File: src/rtl/scalar_kalman_level_filter_top_assert.svh
// Assertion macros shared by the level filter RTL.
// Included by the controller and datapath files; no other dependencies.
`ifndef SCALAR_KALMAN_LEVEL_FILTER_TOP_ASSERT_SVH
`define SCALAR_KALMAN_LEVEL_FILTER_TOP_ASSERT_SVH
`ifndef SYNTHESIS
`define SKLF_ASSERT_IMP(lbl, clk, rst_n, ante, cons) \
    lbl: assert property (@(posedge clk) disable iff (!rst_n) (ante) |-> (cons)) \
        else $error("sklf: assertion failed");
`define SKLF_ASSERT_NXT(lbl, clk, rst_n, ante, cons) \
    lbl: assert property (@(posedge clk) disable iff (!rst_n) (ante) |=> (cons)) \
        else $error("sklf: assertion failed");
`else
`define SKLF_ASSERT_IMP(lbl, clk, rst_n, ante, cons)
`define SKLF_ASSERT_NXT(lbl, clk, rst_n, ante, cons)
`endif
`endif

File: src/rtl/sklf_pkg.sv
// Shared types and constants of the scalar Kalman level filter.
// No dependencies; used by the controller, datapath and top level.
package sklf_pkg;

    typedef struct packed {
        logic       cmd;
        logic [7:0] level_sample;
        logic       pump_on;
    } t_in;

    typedef struct packed {
        logic [6:0]  filtered_level;
        logic        ready_res;
        logic [23:0] estimate_out;
        logic [31:0] covariance_out;
    } t_res;

    typedef struct packed {
        logic capture;
        logic load;
        logic pred;
        logic den;
        logic div_step;
        logic mul_e;
        logic upd_e;
        logic upd_p;
        logic emit;
    } t_dp_cmd;

    typedef struct packed {
        logic direct;
    } t_dp_sts;

    localparam logic [7:0] CFG_PROCESS_NOISE  = 8'd0;
    localparam logic [7:0] CFG_INITIAL_COV    = 8'd1;
    localparam logic [7:0] CFG_NOISE_PUMP_ON  = 8'd2;
    localparam logic [7:0] CFG_NOISE_PUMP_OFF = 8'd3;

    localparam logic [31:0] RST_PROCESS_NOISE  = 32'd65536;
    localparam logic [31:0] RST_INITIAL_COV    = 32'd65536;
    localparam logic [31:0] RST_NOISE_PUMP_ON  = 32'd2293760;
    localparam logic [31:0] RST_NOISE_PUMP_OFF = 32'd9830400;
    localparam logic [31:0] RST_COVARIANCE     = 32'd65536;

    localparam logic [6:0] LEVEL_MAX = 7'd100;

endpackage

File: src/rtl/scalar_kalman_level_filter_top.sv
// Scalar Kalman level filter, top level: controller plus datapath.
// Depends on sklf_pkg, sklf_ctrl and sklf_dp.
//
// One item at a time. A restart or the first sample after reset or restart
// passes capture, load and emit into the output register; a filtered sample
// passes capture, prediction, the restoring divider for the gain, which
// resolves one quotient bit per cycle over FRAC_BITS + 1 steps, and the
// shared multiplier used once for the estimate and once for the covariance.
// A new input is taken once the previous result sits in the output register,
// even if it is not yet taken. Configuration writes are always ready and take
// effect at once.
module scalar_kalman_level_filter_top #(
    parameter int FRAC_BITS = 16
) (
    input  logic           i_clk,
    input  logic           i_rst_n,
    input  logic           i_in_valid,
    output logic           o_in_ready,
    input  sklf_pkg::t_in  i_in_data,
    output logic           o_out_valid,
    input  logic           i_out_ready,
    output sklf_pkg::t_res o_out_data,
    input  logic           i_cfg_valid,
    output logic           o_cfg_ready,
    input  logic [7:0]     i_cfg_index,
    input  logic [31:0]    i_cfg_data
);
    import sklf_pkg::*;

    t_dp_cmd dp_cmd;
    t_dp_sts dp_sts;

    assign o_cfg_ready = 1'b1;

    sklf_ctrl #(
        .FRAC_BITS(FRAC_BITS)
    ) u_ctrl (
        .i_clk      (i_clk),
        .i_rst_n    (i_rst_n),
        .i_in_valid (i_in_valid),
        .o_in_ready (o_in_ready),
        .o_out_valid(o_out_valid),
        .i_out_ready(i_out_ready),
        .i_sts      (dp_sts),
        .o_cmd      (dp_cmd)
    );

    sklf_dp #(
        .FRAC_BITS(FRAC_BITS)
    ) u_dp (
        .i_clk      (i_clk),
        .i_rst_n    (i_rst_n),
        .i_cmd      (dp_cmd),
        .o_sts      (dp_sts),
        .i_in_data  (i_in_data),
        .i_cfg_we   (i_cfg_valid && o_cfg_ready),
        .i_cfg_index(i_cfg_index),
        .i_cfg_data (i_cfg_data),
        .o_res      (o_out_data)
    );

endmodule

File: src/rtl/sklf_ctrl.sv
// Sequencing controller of the level filter: state machine and divide counter.
// Depends on sklf_pkg and the assertion macro header.
`include "scalar_kalman_level_filter_top_assert.svh"

module sklf_ctrl #(
    parameter int FRAC_BITS = 16
) (
    input  logic              i_clk,
    input  logic              i_rst_n,
    input  logic              i_in_valid,
    output logic              o_in_ready,
    output logic              o_out_valid,
    input  logic              i_out_ready,
    input  sklf_pkg::t_dp_sts i_sts,
    output sklf_pkg::t_dp_cmd o_cmd
);
    import sklf_pkg::*;

    localparam int CW = $clog2(FRAC_BITS + 1);

    typedef enum logic [7:0] {
        S_IDLE = 8'b0000_0001,
        S_PRED = 8'b0000_0010,
        S_DEN  = 8'b0000_0100,
        S_DIV  = 8'b0000_1000,
        S_MULE = 8'b0001_0000,
        S_UPDE = 8'b0010_0000,
        S_UPDP = 8'b0100_0000,
        S_EMIT = 8'b1000_0000
    } t_state;

    t_state        r_state, n_state;
    logic [CW-1:0] r_cnt, n_cnt;
    logic          r_out_valid, n_out_valid;
    logic          out_free;

    assign o_in_ready  = (r_state == S_IDLE);
    assign o_out_valid = r_out_valid;
    assign out_free    = !r_out_valid || i_out_ready;

    always_comb begin
        n_state     = r_state;
        n_cnt       = r_cnt;
        n_out_valid = r_out_valid && !i_out_ready;
        o_cmd       = '0;
        unique case (r_state)
            S_IDLE: begin
                if (i_in_valid) begin
                    o_cmd.capture = 1'b1;
                    n_state       = S_PRED;
                end
            end
            S_PRED: begin
                if (i_sts.direct) begin
                    o_cmd.load = 1'b1;
                    n_state    = S_EMIT;
                end else begin
                    o_cmd.pred = 1'b1;
                    n_state    = S_DEN;
                end
            end
            S_DEN: begin
                o_cmd.den = 1'b1;
                n_cnt     = '0;
                n_state   = S_DIV;
            end
            S_DIV: begin
                o_cmd.div_step = 1'b1;
                n_cnt          = r_cnt + CW'(1);
                if (r_cnt == CW'(FRAC_BITS)) begin
                    n_state = S_MULE;
                end
            end
            S_MULE: begin
                o_cmd.mul_e = 1'b1;
                n_state     = S_UPDE;
            end
            S_UPDE: begin
                o_cmd.upd_e = 1'b1;
                n_state     = S_UPDP;
            end
            S_UPDP: begin
                o_cmd.upd_p = 1'b1;
                n_state     = S_EMIT;
            end
            S_EMIT: begin
                if (out_free) begin
                    o_cmd.emit  = 1'b1;
                    n_out_valid = 1'b1;
                    n_state     = S_IDLE;
                end
            end
            default: begin
                n_state = S_IDLE;
            end
        endcase
    end

    always_ff @(posedge i_clk) begin
        if (!i_rst_n) begin
            r_state     <= S_IDLE;
            r_cnt       <= '0;
            r_out_valid <= 1'b0;
        end else begin
            r_state     <= n_state;
            r_cnt       <= n_cnt;
            r_out_valid <= n_out_valid;
        end
    end

    `SKLF_ASSERT_NXT(a_busy_after_in, i_clk, i_rst_n, i_in_valid && o_in_ready, r_state != S_IDLE)
    `SKLF_ASSERT_NXT(a_emit_sets_valid, i_clk, i_rst_n, r_state == S_EMIT && out_free, r_out_valid)
    `SKLF_ASSERT_IMP(a_div_count, i_clk, i_rst_n, r_state == S_DIV, r_cnt <= CW'(FRAC_BITS))

endmodule

File: src/rtl/sklf_dp.sv
// Datapath of the level filter: config registers, filter state, restoring
// divider, shared multiplier and output register. Depends on sklf_pkg and macros.
`include "scalar_kalman_level_filter_top_assert.svh"

module sklf_dp #(
    parameter int FRAC_BITS = 16
) (
    input  logic              i_clk,
    input  logic              i_rst_n,
    input  sklf_pkg::t_dp_cmd i_cmd,
    output sklf_pkg::t_dp_sts o_sts,
    input  sklf_pkg::t_in     i_in_data,
    input  logic              i_cfg_we,
    input  logic [7:0]        i_cfg_index,
    input  logic [31:0]       i_cfg_data,
    output sklf_pkg::t_res    o_res
);
    import sklf_pkg::*;

    localparam int EW = 8 + FRAC_BITS;
    localparam int BW = (EW > 32) ? EW : 32;
    localparam int QW = FRAC_BITS + 1;
    localparam int PW = QW + BW;

    localparam logic [QW-1:0] ONE    = {1'b1, {FRAC_BITS{1'b0}}};
    localparam logic [PW:0]   HALF_P = {{(PW + 1 - FRAC_BITS){1'b0}}, 1'b1,
                                        {(FRAC_BITS - 1){1'b0}}};
    localparam logic [EW:0]   HALF_E = {{(EW + 1 - FRAC_BITS){1'b0}}, 1'b1,
                                        {(FRAC_BITS - 1){1'b0}}};

    logic [31:0]   r_q, r_p0, r_r_on, r_r_off;
    logic          r_cmd, r_pump;
    logic [EW-1:0] r_meas;
    logic [EW-1:0] r_est, n_est;
    logic [31:0]   r_cov;
    logic          r_primed;
    logic [31:0]   r_pp;
    logic [32:0]   r_den;
    logic          r_den_nz;
    logic [33:0]   r_rem;
    logic [QW-1:0] r_quot;
    logic          r_up;
    logic [EW-1:0] r_mag;
    logic [PW-1:0] r_prod;
    logic [6:0]    r_level;
    t_res          r_res;

    logic [32:0]   pp_sum;
    logic [31:0]   pp_sat;
    logic [32:0]   den_sum;
    logic [33:0]   trial;
    logic [33:0]   rem_sel;
    logic          div_bit;
    logic [QW-1:0] mul_a;
    logic [BW-1:0] mul_b;
    logic [PW-1:0] mul_p;
    logic [PW:0]   prod_rnd;
    logic [EW-1:0] corr;
    logic [EW:0]   est_rnd;
    logic [8:0]    lvl_full;
    logic [6:0]    lvl_clamp;
    logic [7:0]    sample;
    logic [6:0]    sample_clamp;
    logic [31:0]   est32;

    assign pp_sum  = {1'b0, r_cov} + {1'b0, r_q};
    assign pp_sat  = pp_sum[32] ? 32'hFFFF_FFFF : pp_sum[31:0];
    assign den_sum = {1'b0, r_pp} + {1'b0, (r_pump ? r_r_on : r_r_off)};

    assign trial   = r_rem - {1'b0, r_den};
    assign div_bit = (r_rem >= {1'b0, r_den}) && r_den_nz;
    assign rem_sel = div_bit ? trial : r_rem;

    assign mul_a = i_cmd.mul_e ? r_quot : (ONE - r_quot);
    assign mul_b = i_cmd.mul_e ? BW'(r_mag) : BW'(r_pp);
    assign mul_p = {{BW{1'b0}}, mul_a} * {{QW{1'b0}}, mul_b};

    assign prod_rnd = {1'b0, r_prod} + HALF_P;
    assign corr     = prod_rnd[FRAC_BITS +: EW];

    always_comb begin
        if (r_up) begin
            n_est = r_est + corr;
        end else if (corr > r_est) begin
            n_est = '0;
        end else begin
            n_est = r_est - corr;
        end
    end

    assign est_rnd   = {1'b0, r_est} + HALF_E;
    assign lvl_full  = est_rnd[FRAC_BITS +: 9];
    assign lvl_clamp = (lvl_full > 9'(LEVEL_MAX)) ? LEVEL_MAX : lvl_full[6:0];

    assign sample       = r_meas[FRAC_BITS +: 8];
    assign sample_clamp = (sample > 8'(LEVEL_MAX)) ? LEVEL_MAX : sample[6:0];

    assign est32 = 32'(r_est);

    assign o_sts.direct = r_cmd || !r_primed;
    assign o_res        = r_res;

    always_ff @(posedge i_clk) begin
        if (!i_rst_n) begin
            r_q     <= RST_PROCESS_NOISE;
            r_p0    <= RST_INITIAL_COV;
            r_r_on  <= RST_NOISE_PUMP_ON;
            r_r_off <= RST_NOISE_PUMP_OFF;
        end else if (i_cfg_we) begin
            unique case (i_cfg_index)
                CFG_PROCESS_NOISE:  r_q     <= i_cfg_data;
                CFG_INITIAL_COV:    r_p0    <= i_cfg_data;
                CFG_NOISE_PUMP_ON:  r_r_on  <= i_cfg_data;
                CFG_NOISE_PUMP_OFF: r_r_off <= i_cfg_data;
                default: ;
            endcase
        end
    end

    always_ff @(posedge i_clk) begin
        if (!i_rst_n) begin
            r_est    <= '0;
            r_cov    <= RST_COVARIANCE;
            r_primed <= 1'b0;
        end else if (i_cmd.load) begin
            r_est    <= r_cmd ? '0 : r_meas;
            r_cov    <= r_p0;
            r_primed <= !r_cmd;
        end else if (i_cmd.upd_e) begin
            r_est <= n_est;
        end else if (i_cmd.upd_p) begin
            r_cov <= prod_rnd[FRAC_BITS +: 32];
        end
    end

    always_ff @(posedge i_clk) begin
        if (i_cmd.capture) begin
            r_cmd  <= i_in_data.cmd;
            r_pump <= i_in_data.pump_on;
            r_meas <= {i_in_data.level_sample, {FRAC_BITS{1'b0}}};
        end
        if (i_cmd.load) begin
            r_level <= r_cmd ? '0 : sample_clamp;
        end
        if (i_cmd.pred) begin
            r_pp  <= pp_sat;
            r_up  <= (r_meas >= r_est);
            r_mag <= (r_meas >= r_est) ? (r_meas - r_est) : (r_est - r_meas);
        end
        if (i_cmd.den) begin
            r_den    <= den_sum;
            r_den_nz <= (den_sum != '0);
            r_rem    <= {2'b00, r_pp};
            r_quot   <= '0;
        end
        if (i_cmd.div_step) begin
            r_rem  <= {rem_sel[32:0], 1'b0};
            r_quot <= {r_quot[QW-2:0], div_bit};
        end
        if (i_cmd.mul_e || i_cmd.upd_e) begin
            r_prod <= mul_p;
        end
        if (i_cmd.upd_p) begin
            r_level <= lvl_clamp;
        end
        if (i_cmd.emit) begin
            r_res.filtered_level <= r_level;
            r_res.ready_res      <= r_primed;
            r_res.estimate_out   <= est32[23:0];
            r_res.covariance_out <= r_cov;
        end
    end

    `SKLF_ASSERT_IMP(a_gain_le_one, i_clk, i_rst_n, i_cmd.mul_e, r_quot <= ONE)
    `SKLF_ASSERT_NXT(a_cov_shrinks, i_clk, i_rst_n, i_cmd.upd_p, r_cov <= r_pp)
    `SKLF_ASSERT_IMP(a_rem_bound, i_clk, i_rst_n, i_cmd.div_step, r_rem < {r_den, 1'b0} || !r_den_nz)

endmodule
File: config.mk
export PLATFORM = sky130hd
export DESIGN_NAME = scalar_kalman_level_filter_top
export DESIGN_NICKNAME = d
export VERILOG_FILES = /design/src/rtl/sklf_pkg.sv /design/src/rtl/scalar_kalman_level_filter_top.sv /design/src/rtl/sklf_ctrl.sv /design/src/rtl/sklf_dp.sv
export VERILOG_INCLUDE_DIRS = /design/src /design/src/rtl
export SDC_FILE = /design/constraint.sdc
export NUM_CORES = 2
export LEC_CHECK = 0
export BUFFER_PORTS_ARGS = -buffer_cell sky130_fd_sc_hd__buf_2
export CORE_UTILIZATION = 50
export DETAILED_ROUTE_END_ITERATION = 8
export HOLD_SLACK_MARGIN = 0.06
export PLACE_DENSITY = 0.68
export SYNTH_ARGS = -nofsm -noshare
export SYNTH_HDL_FRONTEND = slang
export SYNTH_HIERARCHICAL = 1
export SYNTH_SLANG_ARGS = --single-unit
File: constraint.sdc
create_clock -name i_clk -period 11 [get_ports i_clk]
set_input_delay 0.55 -clock i_clk [delete_from_list [all_inputs] [get_ports i_clk]]
set_output_delay 0.55 -clock i_clk [all_outputs]
set_load 0.02 [all_outputs]
==> impl_metrics.yaml <==
outcome:
  status: "completed"
min_path:
  hold_depth: 1
  min_from: "i_in_data[2]"
  holdCritPathClass: "input pin to register"
  hold_path_end: "u_dp/r_meas[17]"
grt:
  grt_pass1_wl_mm: 196.8
  grt-ovfl-total: 0
  grt_pass1_vias: 34070
  grtUsageTotal: 0.2935
  antenna_found_initial: 1
  grt_max_degree: 74
die:
  die_h_um: 295.9
  fp.dieW_um: 295.9
  die_area_sq_mm: 0.08756
  num_rows: 107
  core_sq_mm: 0.08541
  ios: 122
  start_util: 0.5057
sta:
  maxSlewHeadroom: 0.1729
  fin_hold_ws_ns: 0.09707
  rsz0062_at_grt: "false"
  finalHoldViolations: 0
  fmax_ghz: 0.1000
  totalNegativeSetupSlack_ns: 0
  worst_pin_slew_ns: 1.232
  finalSetupViolCount: 0
  finClkSkew_ns: 0.01643
  finalCriticalPeriod_ns: 9.996
  slew_violations: 0
  timing.final.crit_share: 0.9088
synth:
  synth-edff-count: 255
  syn-cell-area_sq_mm: 0.04319
  ys_async_sr_fraction: 0
  yosysWarnings: 6
  ys_top_cells_by_area: "fa_1 (21%), edfxtp_1 (18%), dfxtp_1 (9.3%), ha_1 (8.2%), nand2_1 (8.0%)"
  postSynthCellCount: 4918
  synth_top_area_frac: 0.2095
  syn-num-nets: 5707
  synth_top_flop_cell: "edfxtp_1"
  synth_most_common_cell: "nand2_1"
  avgSynthCellArea_sq_um: 8.782
  ys_seq_area_frac: 0.2700
  yosys.area.top_type: "fa_1"
  ys_ff_latch: 455
  ys_top_cells_by_count: "nand2_1 (915), inv_1 (729), fa_1 (452), nor2_1 (319), a21oi_1 (289)"
  yosysUniqueCellTypes: 93
routing:
  drtPass1Iterations: 6
  vias: 34730
  route.detailed.drc: 0
  vias_per_cell: 5.659
  first_iter_violations: 3324
  routedWlPerCell_um: 20.55
  wl_mm: 126.1
  antenna_left: 0
cells_and_area:
  drive_gt1_frac: 0.07711
  nFillCells: 7907
  nNetsFinal: 5741
  area_growth_pct: 8.392
critical_path:
  cp_slowest_cell: "and4bb_4"
  setup.worst_path.start_class: "register"
  critPathTopFamily: "adder cells"
  rrSetupSlack_ns: 1.00
  timing_worst_setup_path_type: "register to register"
  crit_path_max_incr_delay_ns: 0.80
  arrival_ns: 10.37
  r2r-start: "u_ctrl/r_state[2]"
  required_ns: 11.37
  crit_buf_inv: 5
  crit_fanout: 42
  cpMostUsedCell: "fa_1"
  worstReg2RegEnd: "u_dp/r_prod[44]"
  endpoint_kind: "register"
  r2r_cells: 27
cts:
  insertion_delay_ns: 0.63
  cts_setup_buffers: 0
  htreeDepth: 2
  cts_root_buf: "clkbuf_16"
  cts_buffers: 49
  clk_pin_slew_ns: 0.06
  clk_path_buf_depth: 3
  holdBufCountCts: 0
  cts_tree: "built"
  numClockSinks: 455
  cts_resized: 0
power:
  power_density_mw_per_mm2: 81.22
  vdd_drop_max_mv: 0.1175
  leakage_nw: 20.82
placement:
  portBuffers: 120
  dpl.hpwl_mm: 97.44
  gp_congestion: 0.9685
job:
  max_cap_viol_count: 0
-- layout by cell type, fill, tap and decap left out, types with 68 or more instances in the layout --
cell type and n:
a21oi_1 288, o21ai_0 145, edfxtp_1 255, buf_2 120
xnor2_1 116, fa_1 452, nand3_1 85, nor2_1 317
dfxtp_1 200, nand2_1 915, a21o_1 68, xor2_1 69
inv_1 726, ha_1 282
-- worst max-delay path by stage --
stage	from	end	slack (ns)	depth (start not counted)
4_1_cts	u_ctrl/r_state[2]	u_dp/r_prod[44]	1.04	27
2_1_floorplan	u_ctrl/r_state[2]	u_dp/r_prod[44]	2.33	28
3_3_place_gp	u_ctrl/r_state[2]	u_dp/r_prod[44]	1.22	28
6_report	u_ctrl/r_state[2]	u_dp/r_prod[44]	1.00	27
3_5_place_dp	u_ctrl/r_state[2]	u_dp/r_prod[44]	1.08	27
5_1_grt	u_ctrl/r_state[2]	u_dp/r_prod[44]	0.56	27
-- cell type report --
type / count / area (sq um) / area share
Tap cell: 1144 / 1431 / 0.03058
Clock inverter: 32 / 407.9 / 0.008713
Antenna cell: 1 / 2.502 / 0.00005345
Inverter: 732 / 2749 / 0.05872
Sequential cell: 455 / 11660 / 0.2491
Multi-Input combinational cell: 3536 / 28180 / 0.6019
Timing Repair Buffer: 178 / 1036 / 0.02213
Clock buffer: 60 / 1349 / 0.02881
-- flip-flops by register name, summed over array words and instances, names as in the netlist, 5 cells and up --
signal          cells
u_ctrl/r_state      8
u_dp/r_prod        33
u_dp/r_mag         24
u_dp/r_pp          32
u_dp/r_r_off       32
u_dp/r_meas         8
u_dp/r_quot        17
u_dp/r_cov         32
u_dp/r_rem         34
u_dp/r_est         24
u_dp/r_den         33
u_dp/r_r_on        32
u_ctrl/r_cnt        5
u_dp/o_res         64
u_dp/r_q           32
u_dp/r_level        7
u_dp/r_p0          32
-- through the flow --
stage                     instances  instance area (sq um)  power (mW)  setup WS, ns  utilization
after global placement         6045                  45060       2.041         1.225       0.5275
after floorplan                4918                  43190       1.972         2.327            -
after detailed placement       6045                  45060       2.042         1.076       0.5275
after CTS                      6137                  46810       3.828         1.044       0.5481
final                          6138                  46810       3.803         1.004       0.5481
after global routing           6137                  46810       3.911        0.5613       0.5481
-- layer usage --
metal	vias to the layer above	share of wire	global-route usage
met5	-	0	0
met1	16920	0.43	0.4034
li1	16150	-	-
met3	266	0.083	0.05021
met4	0	0.049	0.1260
met2	1392	0.44	0.4564
-- cell families after synthesis --
kind of cell	Yosys count	share of synthesized area
adders and majority gates	734	0.2912
and+or+nand+nor	1663	0.1684
muxes	99	0.02471
DFF	455	0.2700
other	1	0.00008683
buffers and inverters	927	0.08083
AOI/OAI and AO/OA	841	0.1246
xor gates and xnor gates	198	0.04015
-- power by group --
part,internal (mW),leakage [nW],switching [mW]
combinational,0.0717,16.0,0.124
clock,1.03,0.852,0.763
sequential,1.80,3.93,0.0180
No activity file was read; power rests on OpenSTA's default activity.
